File: src/rtl/core/team_grouped_fifo_queue_top_defines.svh
// ----------------------------------------------------------------------------
// Team queue assertion macros
// Shared property wrappers, clocked on clk and disabled in reset.
// ----------------------------------------------------------------------------
`ifndef TEAM_GROUPED_FIFO_QUEUE_TOP_DEFINES_SVH
`define TEAM_GROUPED_FIFO_QUEUE_TOP_DEFINES_SVH

// Consequent checked in the same cycle as the antecedent.
`define TGFQ_CHECK_NOW(label, ante, cons, msg) \
  label: assert property (@(posedge clk) disable iff (rst) (ante) |-> (cons)) \
    else $error(msg);

// Consequent checked in the cycle after the antecedent.
`define TGFQ_CHECK_NEXT(label, ante, cons, msg) \
  label: assert property (@(posedge clk) disable iff (rst) (ante) |=> (cons)) \
    else $error(msg);

// Consequent checked after a delay from the antecedent.
`define TGFQ_CHECK_LATER(label, ante, cons, msg) \
  label: assert property (@(posedge clk) disable iff (rst) (ante) |-> ##2 (cons)) \
    else $error(msg);

`endif

File: src/rtl/core/tgfq_ram.sv
// ----------------------------------------------------------------------------
// Generic RAM
// One write port, one read port, read data registered.
// ----------------------------------------------------------------------------
module tgfq_ram #(
  parameter int WIDTH = 8,
  parameter int DEPTH = 16
) (
  input  logic                             clk,
  input  logic                             we,
  input  logic [$clog2(DEPTH)-1:0]         waddr,
  input  logic [WIDTH-1:0]                 wdata,
  input  logic [$clog2(DEPTH)-1:0]         raddr,
  output logic [WIDTH-1:0]                 rdata
);

  logic [WIDTH-1:0] mem [DEPTH];

  always_ff @(posedge clk) begin
    if (we) begin
      mem[waddr] <= wdata;
    end
    rdata <= mem[raddr];
  end

endmodule

File: config.mk
export PLATFORM = sky130hd
export DESIGN_NAME = tgfq_ram
export DESIGN_NICKNAME = d
export VERILOG_FILES = /design/src/rtl/core/team_grouped_fifo_queue_top_defines.svh /design/src/rtl/core/tgfq_ram.sv
export SDC_FILE = /design/constraint.sdc
export NUM_CORES = 1
export LEC_CHECK = 0
export ABC_AREA = 1
export BUFFER_PORTS_ARGS = -buffer_cell sky130_fd_sc_hd__clkbuf_2
export CAP_MARGIN = 20
export CORE_UTILIZATION = 40
export DETAILED_ROUTE_END_ITERATION = 12
export GPL_TIMING_DRIVEN = 1
export PLACE_DENSITY_LB_ADDON = 0.12
export SLEW_MARGIN = 0
export SYNTH_ARGS = -nofsm -noshare
export SYNTH_HDL_FRONTEND = slang
export SYNTH_SLANG_ARGS = --single-unit
File: constraint.sdc
create_clock -name clk -period 1.03 [get_ports clk]
set_input_delay 0 -clock clk [delete_from_list [all_inputs] [get_ports clk]]
set_output_delay 0 -clock clk [all_outputs]
set_load 0.03 [all_outputs]
; After elaboration in Yosys (flattened, before gate mapping)
; Memories as Yosys holds them, arrays and structs flattened. A register that Yosys moved wholly into a read port is not among the register bits.
; Cells that the tools add are included.
[op_classes]
mux = 2
[ops]
columns = cell, n
row1 = $mux W1, 2
[totals]
reg_bits = 0
mem_bits_rw = 128
mem_count = 1
[mem_list]
columns = name, words, width, rd, rd_clocked_by_memory_dff, wr, line
row1 = mem, 16, 8, 1, 1, 1, tgfq_ram.sv:17  ; logic [WIDTH-1:0] mem [DEPTH];

; Depth between registers and ports, before layout
; Gate-level depths: netlist of run 1.
[depth]
word_depth = 2
ltp_mapped = 8
mapped_depth_nobuf = 7

; Worst setup path before layout of run 1
; Ideal clock, no wire load.
[synth_timing]
kind = input -> register
startpoint = input port waddr[3]
endpoint = memory mem[4][0] (enable)
setup_ns = 0.370
arrival_ns = 0.581
required_time_ns = 0.660
setup_slack_ns = 0.079
cell_stages = 2
path_cell_list = nand3b_1 nor2_1
[synth_lines]
columns = item, line
row1 = from (decl), tgfq_ram.sv:11  ; input logic [$clog2(DEPTH)-1:0] waddr,
row2 = to (decl), tgfq_ram.sv:17
; No word-level cell before the write port.

; Worst setup path in the final report of run 1
[layout_timing]
startpoint = register rdata[4] (read register of mem)
endpoint = output port rdata[4]
[layout_lines]
columns = item, line
row1 = from (decl), tgfq_ram.sv:14  ; output logic [WIDTH-1:0] rdata
; No word-level cell between the ends.

==> metrics.txt, run 1 <==
Area Overhead vs Synth=19.8%; # rows=43; DR vias=approximately 3.7k; final hold violations=0; library cells used by synthesis=12; clk_skew=0.00940 ns; crit-path cells=clkbuf_2; crit path DAT=0.98 ns; vias in the first global route=approximately 3.7k; GPL Wtd Cong=about 0.77; CORE AREA=roughly 14000 um^2; Syn Nets=569; Slew HR=70.5%; Max Cap Viol=0; CTS H-tree lvls=4; fill count=1307; gr ovfl total=0; CTS tree=yes; worst skew pair latency=0.42 ns; cell family with most CP delay=flip-flops; synthesized flop and latch total=around 140; initial antenna violation count=0; register area=4000 um^2; Die Y=between 100 and 150 um; CP Max Fanout=1; endpoints failing setup=0; unrepaired setup endpoints after global routing=no; Post-Syn Area per Cell=10.5 um^2; Tmin final=between 0.9 and 1 ns; DRC Markers=0; Die Span X=122 um; Worst-Margin Slew=0.442 ns; Slew Viols, Final=0; status=finished, final reports clean; f_max=1.02 GHz; final net count=623; I/O pin total=26; Startpoint Class=flip-flop; Tot GR Track Use=20.1%; Final ANT Viol Nets=0; first-iteration detailed-routing DRC count=around 360; final hold slack=roughly 0.064 ns; Critical path buffers and inverters=1; Max Root-Sink Buffers=2; DP Wirelength=8.35 mm; Cell Pwr Density=1880 nW/um^2; Critical Path RT=1.03 ns; Num CTS Buffers=17; CTS clk-pin slew, worst paths=0.06 ns; Lkg Pwr=3.03 nW; yosys warns=0; ratio of cells with drive above 1 in the final layout=between 10% and 20%; Die ar.=14900 um^2; fin util=49.4%; Initial Utilization=41.2%; # diodes=0; Peak VDD IR=about 1.1 mV; Multi-input gate area=1270 um^2; total routed wirelength=13.2 mm; WL/cell=16.6 um; first-pass GRT wire length=21.0 mm; DR pass1 iterations=4; largest net degree at the start of global routing=45; clock sink total=136; Syn Std Cell Area=~5800 um^2; worst slack, placed=-0.145 ns; Post-CTS Setup Inserts=0; min setup slack post-route=0.0528 ns; CP endpoint kind=output pin; buffers added on ports=25; fin crit share=about 95%; vias per std cell=4.69; hold crit path type=primary input to flip-flop; Seq/Total Area, Yosys=69.4%; crit path kind=flip-flop to output pin; Slowest cell on crit path=dfxtp_1; Clock Tree Root=clkbuf_16; CP peak stage delay=0.34 ns; cells after synthesis=551
## worst min-delay path, stage by stage
cell and delay [ns]:
clkbuf_2 0.11, inv_1 0.15, nand3_1 0.12, nand2_1 0.05
## what timing repair did
action,CTS,global route
gates resized for setup,0,12
endpoints found under the setup margin,0,7
endpoints found under the hold margin,0,0
hold buffers,0,0
## path summary, 6_finish.rpt
path | startpoint | endpoint | slack, ns | cells after the start
setup reg to reg | mem[8][0] | rdata[0] | 0.08 | 6
hold / removal | raddr[3] | rdata[0] | 0.06 | 4
setup / recovery | rdata[4] | rdata[4] | 0.05 | 1
hold reg to reg | mem[4][5] | rdata[5] | 0.69 | 6
## power by group
part | internal (W) | leakage, nW | switching (W)
Sequential | 0.00619 | 1.22 | 0.0000349
Clock | 0.00372 | 0.282 | 0.00213
Combinational | 0.000285 | 1.52 | 0.000615
Total | 0.0102 | 3.03 | 0.00278
## cell usage in the layout (no fill, tap or decap)
master,synthesis,routed
inv_2,2,2
nor2_1,17,17
nand3_2,0,12
inv_1,100,100
bufinv_16,0,3
clkbuf_1,0,1
dfxtp_1,8,8
nand3_1,97,85
buf_4,4,28
nand2_1,173,173
clkbuf_2,0,25
edfxtp_1,128,128
clkinv_1,0,6
buf_12,0,6
clkinv_2,0,5
nand3b_1,2,2
clkbuf_16,0,17
## cells in the mapped netlist
master	count	share of area [%]
buf_1	1	0.065
edfxtp_1	128	67
buf_2	13	1.1
dfxtp_1	8	2.8
nand3b_1	2	0.26
nand2_1	173	11
inv_2	2	0.13
inv_1	100	6.5
nor2_1	17	1.1
nand3_1	97	8.4
buf_6	6	1.2
buf_4	4	0.52
## per-stage QoR
step	power, W	area, um^2	cells	setup TNS, ns
detailed placement	0.00723	6280	766	-0.635
floorplan	0.00684	5770	551	0
CTS	0.0131	6850	798	0
global placement	0.00723	6280	766	-0.634
global route	0.0134	6910	798	0
finish	0.0130	6910	798	0
## state kept, by name, summed over array words and instances (netlist names)
signal,cells
mem,128
rdata,8
## final cells by class
class,count,share of cell area (%)
multi-input combinational,289,18.4
clock inverter,14,1.99
timing repair buffer,59,6.59
inverter,102,5.54
tap,180,3.26
sequential,136,58.0
clock buffer,18,6.21
## cells by family (layout without fill, tap and decap cells)
kind of cell           Yosys count  after routing  synth area share [%]
buffers and inverters          126            193                  9.52
flip-flops                     136            136                  69.4
AND/OR/NAND/NOR                289            289                  21.0
## per-layer routing
metal / GRT usage, % / up-vias / part of all wire (%)
met5: 0 / - / 0
met1: 27.7 / 1756 / 48
li1: - / 1884 / -
met2: 29.8 / 84 / 45
met4: 9.91 / 0 / 2.3
met3: 4.45 / 22 / 4.8
No activity file was read; power rests on OpenSTA's default activity.
==> run 2, diff against run 1 <==
--- a/config.mk
+++ b/config.mk
@@ -8,6 +8,7 @@
 export ABC_AREA = 1
 export BUFFER_PORTS_ARGS = -buffer_cell sky130_fd_sc_hd__clkbuf_2
 export CAP_MARGIN = 20
+export CORE_ASPECT_RATIO = 0.6
 export CORE_UTILIZATION = 40
 export DETAILED_ROUTE_END_ITERATION = 12
 export GPL_TIMING_DRIVEN = 1
==> run 2 against run 1 <==
Net effect: count of clock-buffer cells in the layout is 5 higher; global-route usage is 0.91 points higher; combinational power is 4.6% higher; die area is 0.10% higher; utilization is 1.1 points higher; critical path depth is 5 higher; largest cell class unchanged; largest power group is now clock.
==> metrics.txt, run 2 (synthesis gave the netlist of run 1 again) <==
most frequent cells in the layout=nand2_1 (169), edfxtp_1 (128), inv_1 (99); vias per std cell=4.72 (+0.45%); Worst Min Path Start=raddr[3]; r2r endpoint=rdata[6]; Die Y=95.0 um (-22%); Lkg Pwr=3.04 nW (+0.37%); biggest regs=mem: 128 flops, rdata: 8 flops; Slew Viols, Final=0 (unchanged); Initial Utilization=41.6% (+0.34 points); CTS clk-pin slew, worst paths=0.06 ns (about the same); clock sink total=136 (unchanged); Setup TNS=0 ns (unchanged); hold crit path type=primary input to flip-flop; fin crit share=96.0% (+1.1 points); largest net degree at the start of global routing=51 (+13%); CTS H-tree lvls=4 (unchanged); vias in the first global route=3610 (-3.7%); Cell Pwr Density=1930 nW/um^2 (+2.9%); clk_skew=0.0103 ns (+0.000943 ns); CP peak stage delay=0.37 ns (+0.03 ns); status=finished, final reports clean; most common cell after layout, fill and taps aside=nand2_1; Final ANT Viol Nets=0 (unchanged); crit path DAT=1.29 ns (+0.31 ns); Post-CTS Setup Inserts=0 (unchanged); I/O pin total=26 (unchanged); worst skew pair latency=0.41 ns (about the same); GPL Wtd Cong=0.789 (+1.9%); Slowest cell on crit path=edfxtp_1; Peak VDD IR=0.987 mV (-7.9%); Worst path most repeated cell=nand2_1; Die Span X=157 um (+29%); CORE AREA=13900 um^2 (-0.82%); initial antenna violation count=0 (unchanged); CP Max Fanout=1 (unchanged); ratio of cells with drive above 1 in the final layout=18.6% (+2.8 points); Max Root-Sink Buffers=2 (unchanged); total routed wirelength=14.2 mm (+7.1%); Clock Tree Root=clkbuf_16; WL/cell=17.6 um (+6.1%); Worst-Margin Slew=0.488 ns (+0.0458 ns); final hold violations=0 (unchanged); R2R cell count=6 (unchanged); DRC Markers=0 (unchanged); DP Wirelength=8.72 mm (+4.5%); Die ar.=14900 um^2 (+0.10%); DR vias=3796 (+1.3%); final net count=617 (-0.96%); max reg flops=128 (unchanged); Slew HR=67.5% (-3.1 points); Largest Register=mem; DR pass1 iterations=5 (+1); Area Overhead vs Synth=21.4%; gr ovfl total=0 (unchanged); endpoints failing setup=0 (unchanged); first-pass GRT wire length=21.7 mm (+3.5%); f_max=1.01 GHz (-1.1%); CTS tree=yes; R2R Setup Slk=0.04 ns (-0.04 ns); CP endpoint kind=flip-flop; # rows=33 (-23%); Num CTS Buffers=17 (unchanged); buffers added on ports=25 (unchanged); unrepaired setup endpoints after global routing=yes; Tmin final=0.989 ns (+0.0113 ns); Startpoint Class=flip-flop; FF-to-FF Start=mem[3][6]; Tot GR Track Use=21.0% (+0.91 points); Critical Path RT=1.33 ns (+0.30 ns); hold depth=4 (unchanged); crit path kind=flip-flop to flip-flop; worst-case hold path end point=rdata[4]; Max Cap Viol=0 (unchanged); first-iteration detailed-routing DRC count=339 (-4.8%); fin util=50.5% (+1.1 points); crit-path cells=nand2_1 -> nand2_1 -> nand2_1 -> nand3_1 -> nand3_1 -> nand2_1
run 2: cell count changes in the layout (fill, tap and decap cells not counted), moves of 2 or more:
cell | before | now
clkbuf_1 | 1 | 4
buf_12 | 6 | 4
nand3_2 | 12 | 26
nand2_1 | 173 | 169
clkinv_2 | 5 | 2
nand3_1 | 85 | 70
nand2_2 | 0 | 4
clkinv_1 | 6 | 1
clkbuf_8 | 0 | 2
buf_4 | 28 | 24
run 2: how the worst max path moves through the flow:
stage	startpoint	endpoint	slack, ns	cells past startpoint
2_1_floorplan	waddr[3]	mem[4][0]	0.08	2
3_3_place_gp	waddr[2]	mem[8][3]	-0.06	4
3_5_place_dp	waddr[2]	mem[8][7]	-0.05	4
4_1_cts	mem[0][3]	rdata[3]	0.007	6
5_1_grt	mem[1][6]	rdata[6]	-0.02	6
6_report	mem[3][6]	rdata[6]	0.04	6
run 2: area by class of cell:
class | count | area, um^2
multi-input combinational | 289 | 1370
clock inverter | 9 | 150
sequential | 136 | 4000
fill | 1279 | 6870
inverter | 102 | 383
timing repair buffer | 53 | 385
clock buffer | 23 | 468
antenna | 1 | 2.50
tap | 192 | 240
run 2: timing repair:
item,4_1_cts,5_1_grt
setup endpoints to repair,4,8
resized for setup,5,28
pin swaps,1,8
hold buffers,0,0
run 2: critical path: cells and delay by family (launching register included):
kind             cells  cell delay, ns
and+or+nand+nor      6            0.50
DFF                  1            0.37
run 2: routing by layer:
metal  vias to the layer above  GRT usage [%]  wire length [um]
li1                       1873              -                 -
met1                      1816           31.2              7310
met2                        86           29.6              5940
met3                        21           5.51               754
met4                         0           6.72               176
met5                         -              0                 0
run 2: metrics by stage:
stage | power (W) | std cells | hold slack (ns) | worst slack (ns) | instance area [um^2]
2_1_floorplan | 0.00684 | 551 | 0.0989 | 0.0792 | 5770
3_3_place_gp | 0.00722 | 772 | 0.447 | -0.0561 | 6230
3_5_place_dp | 0.00722 | 772 | 0.444 | -0.0525 | 6230
4_1_cts | 0.0136 | 804 | 0.0469 | 0.00741 | 6870
5_1_grt | 0.0140 | 804 | 0.0544 | -0.0163 | 7000
6_report | 0.0135 | 805 | 0.0544 | 0.0415 | 7000
run 2: power by group:
| part | switching, W | internal [W] | leakage (nW) | total (W) |
|---|---|---|---|---|
| clock network | 0.00220 | 0.00417 | 0.299 | 0.00637 |
| registers | 0.0000331 | 0.00619 | 1.22 | 0.00622 |
| logic | 0.000669 | 0.000271 | 1.52 | 0.000941 |
| total | 0.00290 | 0.0106 | 3.04 | 0.0135 |
