===== config.mk =====
export PLATFORM = sky130hd
export DESIGN_NAME = tgfq_team_reduce
export DESIGN_NICKNAME = d
export VERILOG_FILES = /design/src/rtl/core/team_grouped_fifo_queue_top_defines.svh /design/src/rtl/core/tgfq_pkg.sv /design/src/rtl/core/tgfq_team_reduce.sv
export SDC_FILE = /design/constraint.sdc
export NUM_CORES = 1
export LEC_CHECK = 0
export ABC_AREA = 1
export ABC_CLOCK_PERIOD_IN_PS = 800
export BUFFER_PORTS_ARGS = -buffer_cell sky130_fd_sc_hd__clkbuf_2
export CAP_MARGIN = 20
export CORE_AREA = 4 4 41 43
export DETAILED_ROUTE_END_ITERATION = 7
export DIE_AREA = 0 0 45 47
export GPL_ROUTABILITY_DRIVEN = 0
export SETUP_SLACK_MARGIN = 0.05
export SLEW_MARGIN = 20
export SYNTH_ARGS = -nofsm -noshare
export SYNTH_HDL_FRONTEND = slang
export SYNTH_SLANG_ARGS = --single-unit

===== constraint.sdc =====
create_clock -name clk -period 0.8 [get_ports clk]
set_input_delay 0.12 -clock clk [delete_from_list [all_inputs] [get_ports clk]]
set_output_delay 0.12 -clock clk [all_outputs]
set_load 0.05 [all_outputs]

===== src/rtl/core/team_grouped_fifo_queue_top_defines.svh =====
// ----------------------------------------------------------------------------
// Team queue assertion macros
// Shared property wrappers, clocked on clk and disabled in reset.
// ----------------------------------------------------------------------------
`ifndef TEAM_GROUPED_FIFO_QUEUE_TOP_DEFINES_SVH
`define TEAM_GROUPED_FIFO_QUEUE_TOP_DEFINES_SVH

// Consequent checked in the same cycle as the antecedent.
`define TGFQ_CHECK_NOW(label, ante, cons, msg) \
  label: assert property (@(posedge clk) disable iff (rst) (ante) |-> (cons)) \
    else $error(msg);

// Consequent checked in the cycle after the antecedent.
`define TGFQ_CHECK_NEXT(label, ante, cons, msg) \
  label: assert property (@(posedge clk) disable iff (rst) (ante) |=> (cons)) \
    else $error(msg);

// Consequent checked after a delay from the antecedent.
`define TGFQ_CHECK_LATER(label, ante, cons, msg) \
  label: assert property (@(posedge clk) disable iff (rst) (ante) |-> ##2 (cons)) \
    else $error(msg);

`endif


===== src/rtl/core/tgfq_pkg.sv =====
// ----------------------------------------------------------------------------
// Team queue package
// Fixed port widths, command and status codes, controller states.
// ----------------------------------------------------------------------------
package tgfq_pkg;

  localparam int IN_ID_W   = 20;
  localparam int TEAM_IN_W = 10;

  typedef enum logic [1:0] {
    STAT_ENQ   = 2'd0,
    STAT_DEQ   = 2'd1,
    STAT_EMPTY = 2'd2,
    STAT_FULL  = 2'd3
  } status_t;

  typedef enum logic {
    CMD_ENQ = 1'b0,
    CMD_DEQ = 1'b1
  } cmd_t;

  typedef enum logic [2:0] {
    S_CLEAR,
    S_IDLE,
    S_ENQ_TEAM,
    S_ENQ_LINK,
    S_ENQ_JOIN,
    S_DEQ_TEAM,
    S_DEQ_POOL
  } state_t;

endpackage


===== src/rtl/core/tgfq_team_reduce.sv =====
// ----------------------------------------------------------------------------
// Team number reduction
// Folds the incoming team number modulo TEAMS by reciprocal multiply.
// Quotient is registered on load; the remainder is valid the next cycle.
// ----------------------------------------------------------------------------
module tgfq_team_reduce import tgfq_pkg::*; #(
  parameter int TEAMS = 1024
) (
  input  logic                      clk,
  input  logic                      load,
  input  logic [TEAM_IN_W-1:0]      team_in,
  output logic [$clog2(TEAMS)-1:0]  team_idx
);

  localparam int TW      = $clog2(TEAMS);
  localparam int SH      = TEAM_IN_W + TW;
  localparam int RECIP   = (2 ** SH + TEAMS - 1) / TEAMS;
  localparam int RECIP_W = TEAM_IN_W + 2;
  localparam int PW      = TEAM_IN_W + RECIP_W;
  localparam int PRW     = TEAM_IN_W + TW + 1;

  logic [TEAM_IN_W-1:0] raw;
  logic [TEAM_IN_W-1:0] quot;
  logic [PW-1:0]        prod;
  logic [PRW-1:0]       back;
  logic [PRW-1:0]       diff;

  // exact floor division for any 10-bit numerator
  assign prod = PW'(team_in) * PW'(RECIP_W'(RECIP));

  always_ff @(posedge clk) begin
    if (load) begin
      raw  <= team_in;
      quot <= TEAM_IN_W'(prod >> SH);
    end
  end

  assign back     = PRW'(quot) * PRW'(TEAMS);
  assign diff     = PRW'(raw) - back;
  assign team_idx = diff[TW-1:0];

endmodule


# Yosys cells after proc, flatten, opt, wreduce, memory -nomap -nowiden
# Index checks and enable logic that the tools add are counted.
# W data, S select, Z words.
# word_totals
input_bits	12
regBits	10
elab_cells	1

# Logic depth before layout (Yosys ltp)
# Gate-level depths: netlist of the first run.
# logic_depth
word_depth	0
depth_mapped	0
mapped_depth_nobuf	0

# Worst setup path after synthesis of the first run
# Ideal clock, no wire load.
# synth_path
kind	register -> output
startpoint	register raw[0]
endpoint	output port team_idx[0]
required_time_ps	680
slack_ps	79
t_arrival_ps	601
path_stages_with_launch	1
path_cell_list	edfxtp_1
# synth_rtl
item	line	rtl
start, declared	tgfq_team_reduce.sv:22	logic [TEAM_IN_W-1:0] raw;
start signal, assigned	tgfq_team_reduce.sv:33	raw <= team_in;
end, declared	tgfq_team_reduce.sv:12	output logic [$clog2(TEAMS)-1:0] team_idx
# No word-level cell between the ends.

# Final worst setup path of the first run
# layout_path
startpoint	register raw[8]
endpoint	output port team_idx[8]
# No word-level cell between the ends.

==> summary.md, run 1 <==
| Metric | Value |
|---|---|
| Setup crit end kind | `primary output` |
| Maximum clock frequency | `1.05 GHz` |
| Yosys reg bits | `10` |
| Worst-path clk slew | `70 ps` |
| Std-Cell Core Area | `1300 µm²` |
| Placed Cells | `46` |
| Final hold vios | `0` |
| Worst-case clock buffer depth | `2` |
| I/O pins | `22` |
| Height of the die | `47 µm` |
| Status | `complete, but fails checks` |
| Worst Path Buf+Inv | `1` |
| Die area | `2120 µm²` |
| Top cell type's share of synthesized area | `100%` |
| Final Worst Setup Slack | `-154 ps` |
| Hold_buf cts | `0` |
| Max Cap Viol | `0` |
| DRT Wirelength | `584 µm` |
| Multi-input comb cells | `0` |
| Clock root cell | `clkbuf_4` |
| CP Data Arrival Time | `830 ps` |
| Cell family with most CP delay | `flip-flops` |
| Total gr overflow | `0` |
| Overall Global Routing Usage | `6.66%` |
| Rel. slew slack | `83.4%` |
| Largest net degree at the start of global routing | `11` |
| DP Worst Slack | `69.7 ps` |
| Pleak | `0.000231 µW` |
| Wire length per cell | `11.7 µm` |
| Unique masters post-synth | `1` |
| H-tree depth | `1` |
| Area contributors post-synth | `edfxtp_1 100%` |
| Final setup viols | `10` |
| Area Overhead vs Synth | `79.2%` |
| Avg Vias per Cell | `3.68` |
| Cell Area, Synth | `300 µm²` |
| Crit. path cell count | `1` |
| Ant. Diodes | `0` |
| CP startpoint kind | `flip-flop` |
| Largest regs | `raw (10)` |
| Initial antenna violation count | `0` |
| Biggest register | `raw` |
| Initial Util | `23.1%` |
| Vias in the first global route | `173` |
| Hold Crit Depth | `1` |
| RSZ-0062 raised after global routing | `yes` |
| Row count | `13` |
| Clock Sink Count | `10` |
| Total number of vias | `184` |
| DRT iter0 DRCs | `4` |
| Final slew viol count | `0` |
| Port Buf Inserts | `21` |
| Pre-antenna DRT Iters | `3` |
| Avg Synthesized Cell Area | `30.0 µm²` |
| Share of cells above drive strength 1 | `68.6%` |
| Hold Slack | `30.4 ps` |
| First-pass GRT wire length | `848 µm` |
| Post-Synthesis Cells | `10` |
| Max FFs per register | `10` |
| CP Cell Sequence | `clkbuf_8` |
| CP max FO | `1` |
| CTS tree | `done` |
| ANT nets after route | `0` |
| Worst vdd ir | `0.887 mV` |
| Ys Warns | `0` |
| Residual DRC | `0` |
| Crit Path Category | `flip-flop to primary output` |
| Pwr per Cell Area | `2330 nW/µm²` |
| Seq/Total Area, Yosys | `100%` |
| Tcrit/Tclk final | `119%` |
| Postcts setup bufs | `0` |
| Net Count, Synth | `22` |
| Fin nets | `48` |
| Violated checks | `negative setup slack` |
| CP max stage delay | `380 ps` |
| DIE WIDTH | `45 µm` |
| Multi-input logic area | `0 µm²` |
| Post-synth top area cell | `edfxtp_1` |
| Worst hold path type | `primary input to flip-flop` |
| CP max-delay cell | `edfxtp_1` |
| # resized after CTS | `20` |
| Min cycle time layout | `954 ps` |
| Required time of the critical path | `680 ps` |
| Num CTS Buffers | `3` |
| Fin cells | `50` |
| Worst slew pin tran | `249 ps` |
-- report_power, final --
part           internal, µW  switching, µW
Clock                   179            161
Sequential              623           14.6
Combinational           104            171
-- final cells by class --
cell class            count  area [µm²]
tap                      15        18.8
clock inverter            1        3.75
timing repair buffer     21         193
fill                    124         763
clock buffer              3        22.5
sequential               10         300
-- kinds of logic (layout without fill, tap and decap cells) --
family,Yosys count,in the layout,share of synthesized area (%)
buffers and inverters,0,25,0
DFF,10,10,100
-- layer usage --
| layer | GRT usage [%] | wire, µm |
|---|---|---|
| met1 | 6.43 | 218 |
| met2 | 9.32 | 295 |
| met3 | 1.92 | 49 |
| met4 | 10.5 | 19 |
| met5 | 0 | 0 |
-- per-stage QoR --
stage / util (%) / area, µm² / power (µW) / TNS (ps)
6_report: 41.3 / 538 / 1250 / -1380
4_1_cts: 41.3 / 538 / 1270 / -1500
2_1_floorplan: - / 300 / 791 / 0
5_1_grt: 41.3 / 538 / 1300 / -1690
3_5_place_dp: 32.6 / 424 / 861 / 0
3_3_place_gp: 32.6 / 424 / 859 / 0
-- cells in the mapped netlist (all sizes together) --
library cell	n
edfxtp	10
-- placed cells by master (no fill, tap or decap), drive strengths merged --
master / count
clkbuf: 24
edfxtp: 10
clkinv: 1
-- path summary, 6_finish.rpt --
kind              startpoint     endpoint  slack (ps)
setup / recovery      raw[8]  team_idx[8]        -150
hold / removal    team_in[6]       raw[6]          30
Power figures use the tool's default switching activity.
==> inputs of run 2 (changes only) <==
--- a/config.mk
+++ b/config.mk
@@ -7,14 +7,15 @@
 export LEC_CHECK = 0
 export ABC_AREA = 1
 export ABC_CLOCK_PERIOD_IN_PS = 800
-export BUFFER_PORTS_ARGS = -buffer_cell sky130_fd_sc_hd__clkbuf_2
 export CAP_MARGIN = 20
 export CORE_AREA = 4 4 41 43
 export DETAILED_ROUTE_END_ITERATION = 7
 export DIE_AREA = 0 0 45 47
+export DONT_BUFFER_PORTS = 1
 export GPL_ROUTABILITY_DRIVEN = 0
 export SETUP_SLACK_MARGIN = 0.05
-export SLEW_MARGIN = 20
+export SKIP_CTS_REPAIR_TIMING = 1
+export SLEW_MARGIN = 5
 export SYNTH_ARGS = -nofsm -noshare
 export SYNTH_HDL_FRONTEND = slang
 export SYNTH_SLANG_ARGS = --single-unit
==> summary.md, run 2 (synthesis gave the netlist of run 1 again) <==
| Metric | Value |
|---|---|
| Max Cap Viol | `0 (unchanged)` |
| Most frequent cells in the layout | `10 x dlygate4sd3_1, 10 x buf_12, 10 x edfxtp_1` |
| Largest regs | `raw (10)` |
| DRT Wirelength | `633 µm (+8.4%)` |
| Pre-antenna DRT Iters | `2 (-1)` |
| Pwr per Cell Area | `2090 nW/µm² (-10%)` |
| CP startpoint kind | `flip-flop` |
| Crit Path Category | `flip-flop to primary output` |
| Clock root cell | `clkbuf_4` |
| Overall Global Routing Usage | `6.75% (+0.091 points)` |
| Initial antenna violation count | `0 (unchanged)` |
| Total gr overflow | `0 (unchanged)` |
| Total number of vias | `183 (-0.54%)` |
| Max FFs per register | `10 (unchanged)` |
| DRT iter0 DRCs | `6 (+2)` |
| Tot Pwr | `1350 µW (+7.5%)` |
| Required time of the critical path | `680 ps (about the same)` |
| Clock Sink Count | `10 (unchanged)` |
| Placed Cells | `35 (-24%)` |
| CTS tree | `done` |
| Post-Route Utilization | `49.6% (+8.3 points)` |
| Residual DRC | `0 (unchanged)` |
| Violated checks | `negative hold slack, negative setup slack` |
| I/O pins | `22 (unchanged)` |
| Multi-input comb cells | `0 (unchanged)` |
| Area Overhead vs Synth | `115%` |
| Std-Cell Core Area | `1300 µm² (unchanged)` |
| Setup TNS Final | `-1700 ps (-322 ps)` |
| Tcrit/Tclk final | `123% (+4.1 points)` |
| Fin cells | `49 (-2.0%)` |
| Setup crit end kind | `primary output` |
| Multi-input logic area | `0 µm² (unchanged)` |
| Biggest register | `raw` |
| Worst vdd ir | `0.863 mV (-2.7%)` |
| Share of cells above drive strength 1 | `38.2% (-30 points)` |
| Min cycle time layout | `987 ps (+33.0 ps)` |
| Filler cell count | `117 (-5.6%)` |
| CP Data Arrival Time | `870 ps (+40 ps)` |
| CP max stage delay | `430 ps (+50 ps)` |
| Wire length per cell | `12.9 µm (+11%)` |
| Final setup viols | `10 (unchanged)` |
| Status | `complete, but fails checks` |
| Ant. Diodes | `0 (unchanged)` |
| DIE WIDTH | `45 µm (unchanged)` |
| Num CTS Buffers | `3 (unchanged)` |
| Initial Util | `23.1% (unchanged)` |
| ANT nets after route | `0 (unchanged)` |
| Largest net degree at the start of global routing | `11 (unchanged)` |
| Worst-path clk slew | `70 ps (about the same)` |
| Worst hold path type | `primary input to flip-flop` |
| CP max-delay cell | `edfxtp_1` |
| Vias in the first global route | `160 (-7.5%)` |
| Worst-case clock buffer depth | `2 (unchanged)` |
| CP max FO | `1 (unchanged)` |
| Hold Slack | `-38.1 ps (-68.5 ps)` |
| Maximum clock frequency | `1.01 GHz (-3.3%)` |
| Worst Path Buf+Inv | `1 (unchanged)` |
| H-tree depth | `1 (unchanged)` |
| Final slew viol count | `0 (unchanged)` |
| Worst slew pin tran | `130 ps (-119 ps)` |
| Final hold vios | `10 (+10)` |
| Cell family with most CP delay | `flip-flops` |
| Avg Vias per Cell | `3.73 (+1.5%)` |
| Port Buf Inserts | `0 (-100%)` |
| Fin nets | `47 (-2.1%)` |
| Die area | `2120 µm² (unchanged)` |
| CP Cell Sequence | `buf_12` |
| Pleak | `0.000249 µW (+7.9%)` |
| Rel. slew slack | `91.3% (+8.0 points)` |
| Row count | `13 (unchanged)` |
| Final Worst Setup Slack | `-187 ps (-33.0 ps)` |
| First-pass GRT wire length | `793 µm (-6.5%)` |
| Height of the die | `47 µm (unchanged)` |
| RSZ-0062 raised after global routing | `yes` |
==> run 2: worst paths after layout <==
kind | depth (start not counted) | start | end
hold / removal | 0 | load | raw[0]
setup / recovery | 1 | raw[7] | team_idx[7]
==> run 2: metal layers <==
layer  global-route usage (%)  wire, µm  vias up
met3                     3.83        65        2
met5                        0         0        -
met2                     9.04       355       13
met1                     5.02       193       80
met4                     12.3        19        0
li1                         -         -       88
==> run 2: cell type report <==
cell class	instances	area, µm²	share of cell area, %
clock inverters	1	3.75	0.581
clock buffers	3	22.5	3.49
well taps	15	18.8	2.91
flip-flops and latches	10	300	46.5
repair buffers	20	300	46.5
==> run 2: power breakdown <==
group / switching, µW / internal [µW]
sequential: 33.3 / 626
clock: 169 / 180
combinational: 162 / 178
==> run 2: stage by stage <==
step | setup slack [ps] | area, µm²
3_5_place_dp | 89.4 | 519
3_3_place_gp | 120 | 519
2_1_floorplan | 79.4 | 300
4_1_cts | -205 | 546
5_1_grt | -226 | 646
6_report | -187 | 646
==> inputs of run 3 (changes only) <==
--- a/config.mk
+++ b/config.mk
@@ -8,11 +8,14 @@
 export ABC_AREA = 1
 export ABC_CLOCK_PERIOD_IN_PS = 800
 export CAP_MARGIN = 20
+export CELL_PAD_IN_SITES_DETAIL_PLACEMENT = 0
+export CELL_PAD_IN_SITES_GLOBAL_PLACEMENT = 2
 export CORE_AREA = 4 4 41 43
 export DETAILED_ROUTE_END_ITERATION = 7
 export DIE_AREA = 0 0 45 47
 export DONT_BUFFER_PORTS = 1
 export GPL_ROUTABILITY_DRIVEN = 0
+export PLACE_DENSITY_LB_ADDON = 0.1
 export SETUP_SLACK_MARGIN = 0.05
 export SKIP_CTS_REPAIR_TIMING = 1
 export SLEW_MARGIN = 5
==> summary.md, run 3 (synthesis gave the netlist of run 1 again) <==
| Metric | Value |
|---|---|
| Status | `complete, but fails checks` |
| Violated checks | `negative hold slack, negative setup slack` |
| Worst Path Buf+Inv | `1 (unchanged)` |
| Port Buf Inserts | `0 (unchanged)` |
| CP startpoint kind | `flip-flop` |
| Worst-case clock buffer depth | `2 (unchanged)` |
| Maximum clock frequency | `1.04 GHz (+2.6%)` |
| Critical Path Source | `raw[1]` |
| Die area | `2120 µm² (unchanged)` |
| Final setup viols | `10 (unchanged)` |
| Overall Global Routing Usage | `5.39% (-1.4 points)` |
| Rel. slew slack | `91.3% (about the same)` |
| Cell family with most CP delay | `flip-flops` |
| Clock root cell | `clkbuf_4` |
| ANT nets after route | `0 (unchanged)` |
| Height of the die | `47 µm (unchanged)` |
| CP Cell Sequence | `buf_12` |
| RSZ-0062 raised after global routing | `yes` |
| Hold Slack | `-17.1 ps (+21.0 ps)` |
| Row count | `13 (unchanged)` |
| Post-Route Utilization | `49.3% (-0.29 points)` |
| DRT iter0 DRCs | `6 (unchanged)` |
| Std-Cell Core Area | `1300 µm² (unchanged)` |
| Clock Sink Count | `10 (unchanged)` |
| Final hold vios | `10 (unchanged)` |
| CP Data Arrival Time | `840 ps (-30 ps)` |
| Num CTS Buffers | `3 (unchanged)` |
| Initial Util | `23.1% (unchanged)` |
| Total gr overflow | `0 (unchanged)` |
| CP max stage delay | `420 ps (about the same)` |
| Multi-input comb cells | `0 (unchanged)` |
| End of the critical path | `team_idx[1]` |
| Max Cap Viol | `0 (unchanged)` |
| DRT Wirelength | `599 µm (-5.4%)` |
| Wire length per cell | `12.5 µm (-3.4%)` |
| Share of cells above drive strength 1 | `39.4% (+1.2 points)` |
| CTS tree | `done` |
| I/O pins | `22 (unchanged)` |
| Vias in the first global route | `179 (+12%)` |
| Area Overhead vs Synth | `114%` |
| Residual DRC | `0 (unchanged)` |
| Total number of vias | `192 (+4.9%)` |
| Pleak | `0.000247 µW (-0.63%)` |
| Final Worst Setup Slack | `-163 ps (+24.6 ps)` |
| Avg Vias per Cell | `4.00 (+7.1%)` |
| DP Worst Slack | `88.7 ps (-0.758 ps)` |
| CP max FO | `1 (unchanged)` |
| Ant. Diodes | `0 (unchanged)` |
| H-tree depth | `1 (unchanged)` |
| Required time of the critical path | `680 ps (about the same)` |
| Setup crit end kind | `primary output` |
| Crit. path cell count | `1 (unchanged)` |
| Min cycle time layout | `963 ps (-24.6 ps)` |
| Biggest register | `raw` |
| Pwr per Cell Area | `2030 nW/µm² (-2.6%)` |
| Final slew viol count | `0 (unchanged)` |
| Largest net degree at the start of global routing | `11 (unchanged)` |
| Worst vdd ir | `1.10 mV (+27%)` |
| Multi-input logic area | `0 µm² (unchanged)` |
| Largest regs | `raw (10)` |
| Worst hold path type | `primary input to flip-flop` |
| CP max-delay cell | `edfxtp_1` |
| Worst-path clk slew | `60 ps (about the same)` |
| Max FFs per register | `10 (unchanged)` |
| Worst slew pin tran | `130 ps (+0.422 ps)` |
| First-pass GRT wire length | `759 µm (-4.3%)` |
| Most frequent cells in the layout | `10 x dlygate4sd3_1, 10 x buf_12, 10 x edfxtp_1` |
| Fin nets | `47 (unchanged)` |
| Crit Path Category | `flip-flop to primary output` |
| Initial antenna violation count | `0 (unchanged)` |
| Pre-antenna DRT Iters | `2 (unchanged)` |
| Tcrit/Tclk final | `120% (-3.1 points)` |
| DIE WIDTH | `45 µm (unchanged)` |
-- run 3: per-stage QoR --
stage | total power (µW) | std cells | TNS, ps | instance area [µm²]
after CTS | 1290 | 38 | -1680 | 542
after global routing | 1350 | 48 | -1770 | 642
after detailed placement | 980 | 35 | 0 | 519
after global placement | 976 | 35 | 0 | 519
final | 1300 | 48 | -1510 | 642
after floorplan | 791 | 10 | 0 | 300
-- run 3: worst min path at each step --
stage                     slack (ps)      to  cells past startpoint  startpoint
after floorplan                  220  raw[0]                      0  team_in[0]
after global placement           220  raw[4]                      0  team_in[4]
after detailed placement         220  raw[8]                      0  team_in[8]
after CTS                        -50  raw[8]                      0  team_in[8]
after global routing             -30  raw[3]                      0        load
final                            -20  raw[3]                      0        load
-- run 3: metal layers --
metal | vias to the layer above | wire length, µm | GRT usage [%]
met1 | 84 | 252 | 7.45
met3 | 0 | 91 | 2.30
li1 | 86 | - | -
met2 | 22 | 256 | 5.93
met5 | - | 0 | 0
met4 | 0 | 0 | 5.26
-- run 3: cell type report --
| type | instances | area [µm²] |
|---|---|---|
| clock buffers | 3 | 22.5 |
| well taps | 15 | 18.8 |
| fillers | 116 | 659 |
| flip-flops and latches | 10 | 300 |
| repair buffers | 20 | 300 |
-- run 3: power breakdown --
| part | internal, µW | switching (µW) | leakage [µW] |
|---|---|---|---|
| Clock | 171 | 131 | 0.0000138 |
| Combinational | 178 | 164 | 0.000136 |
| Sequential | 626 | 33.7 | 0.0000979 |
| Total | 976 | 328 | 0.000247 |
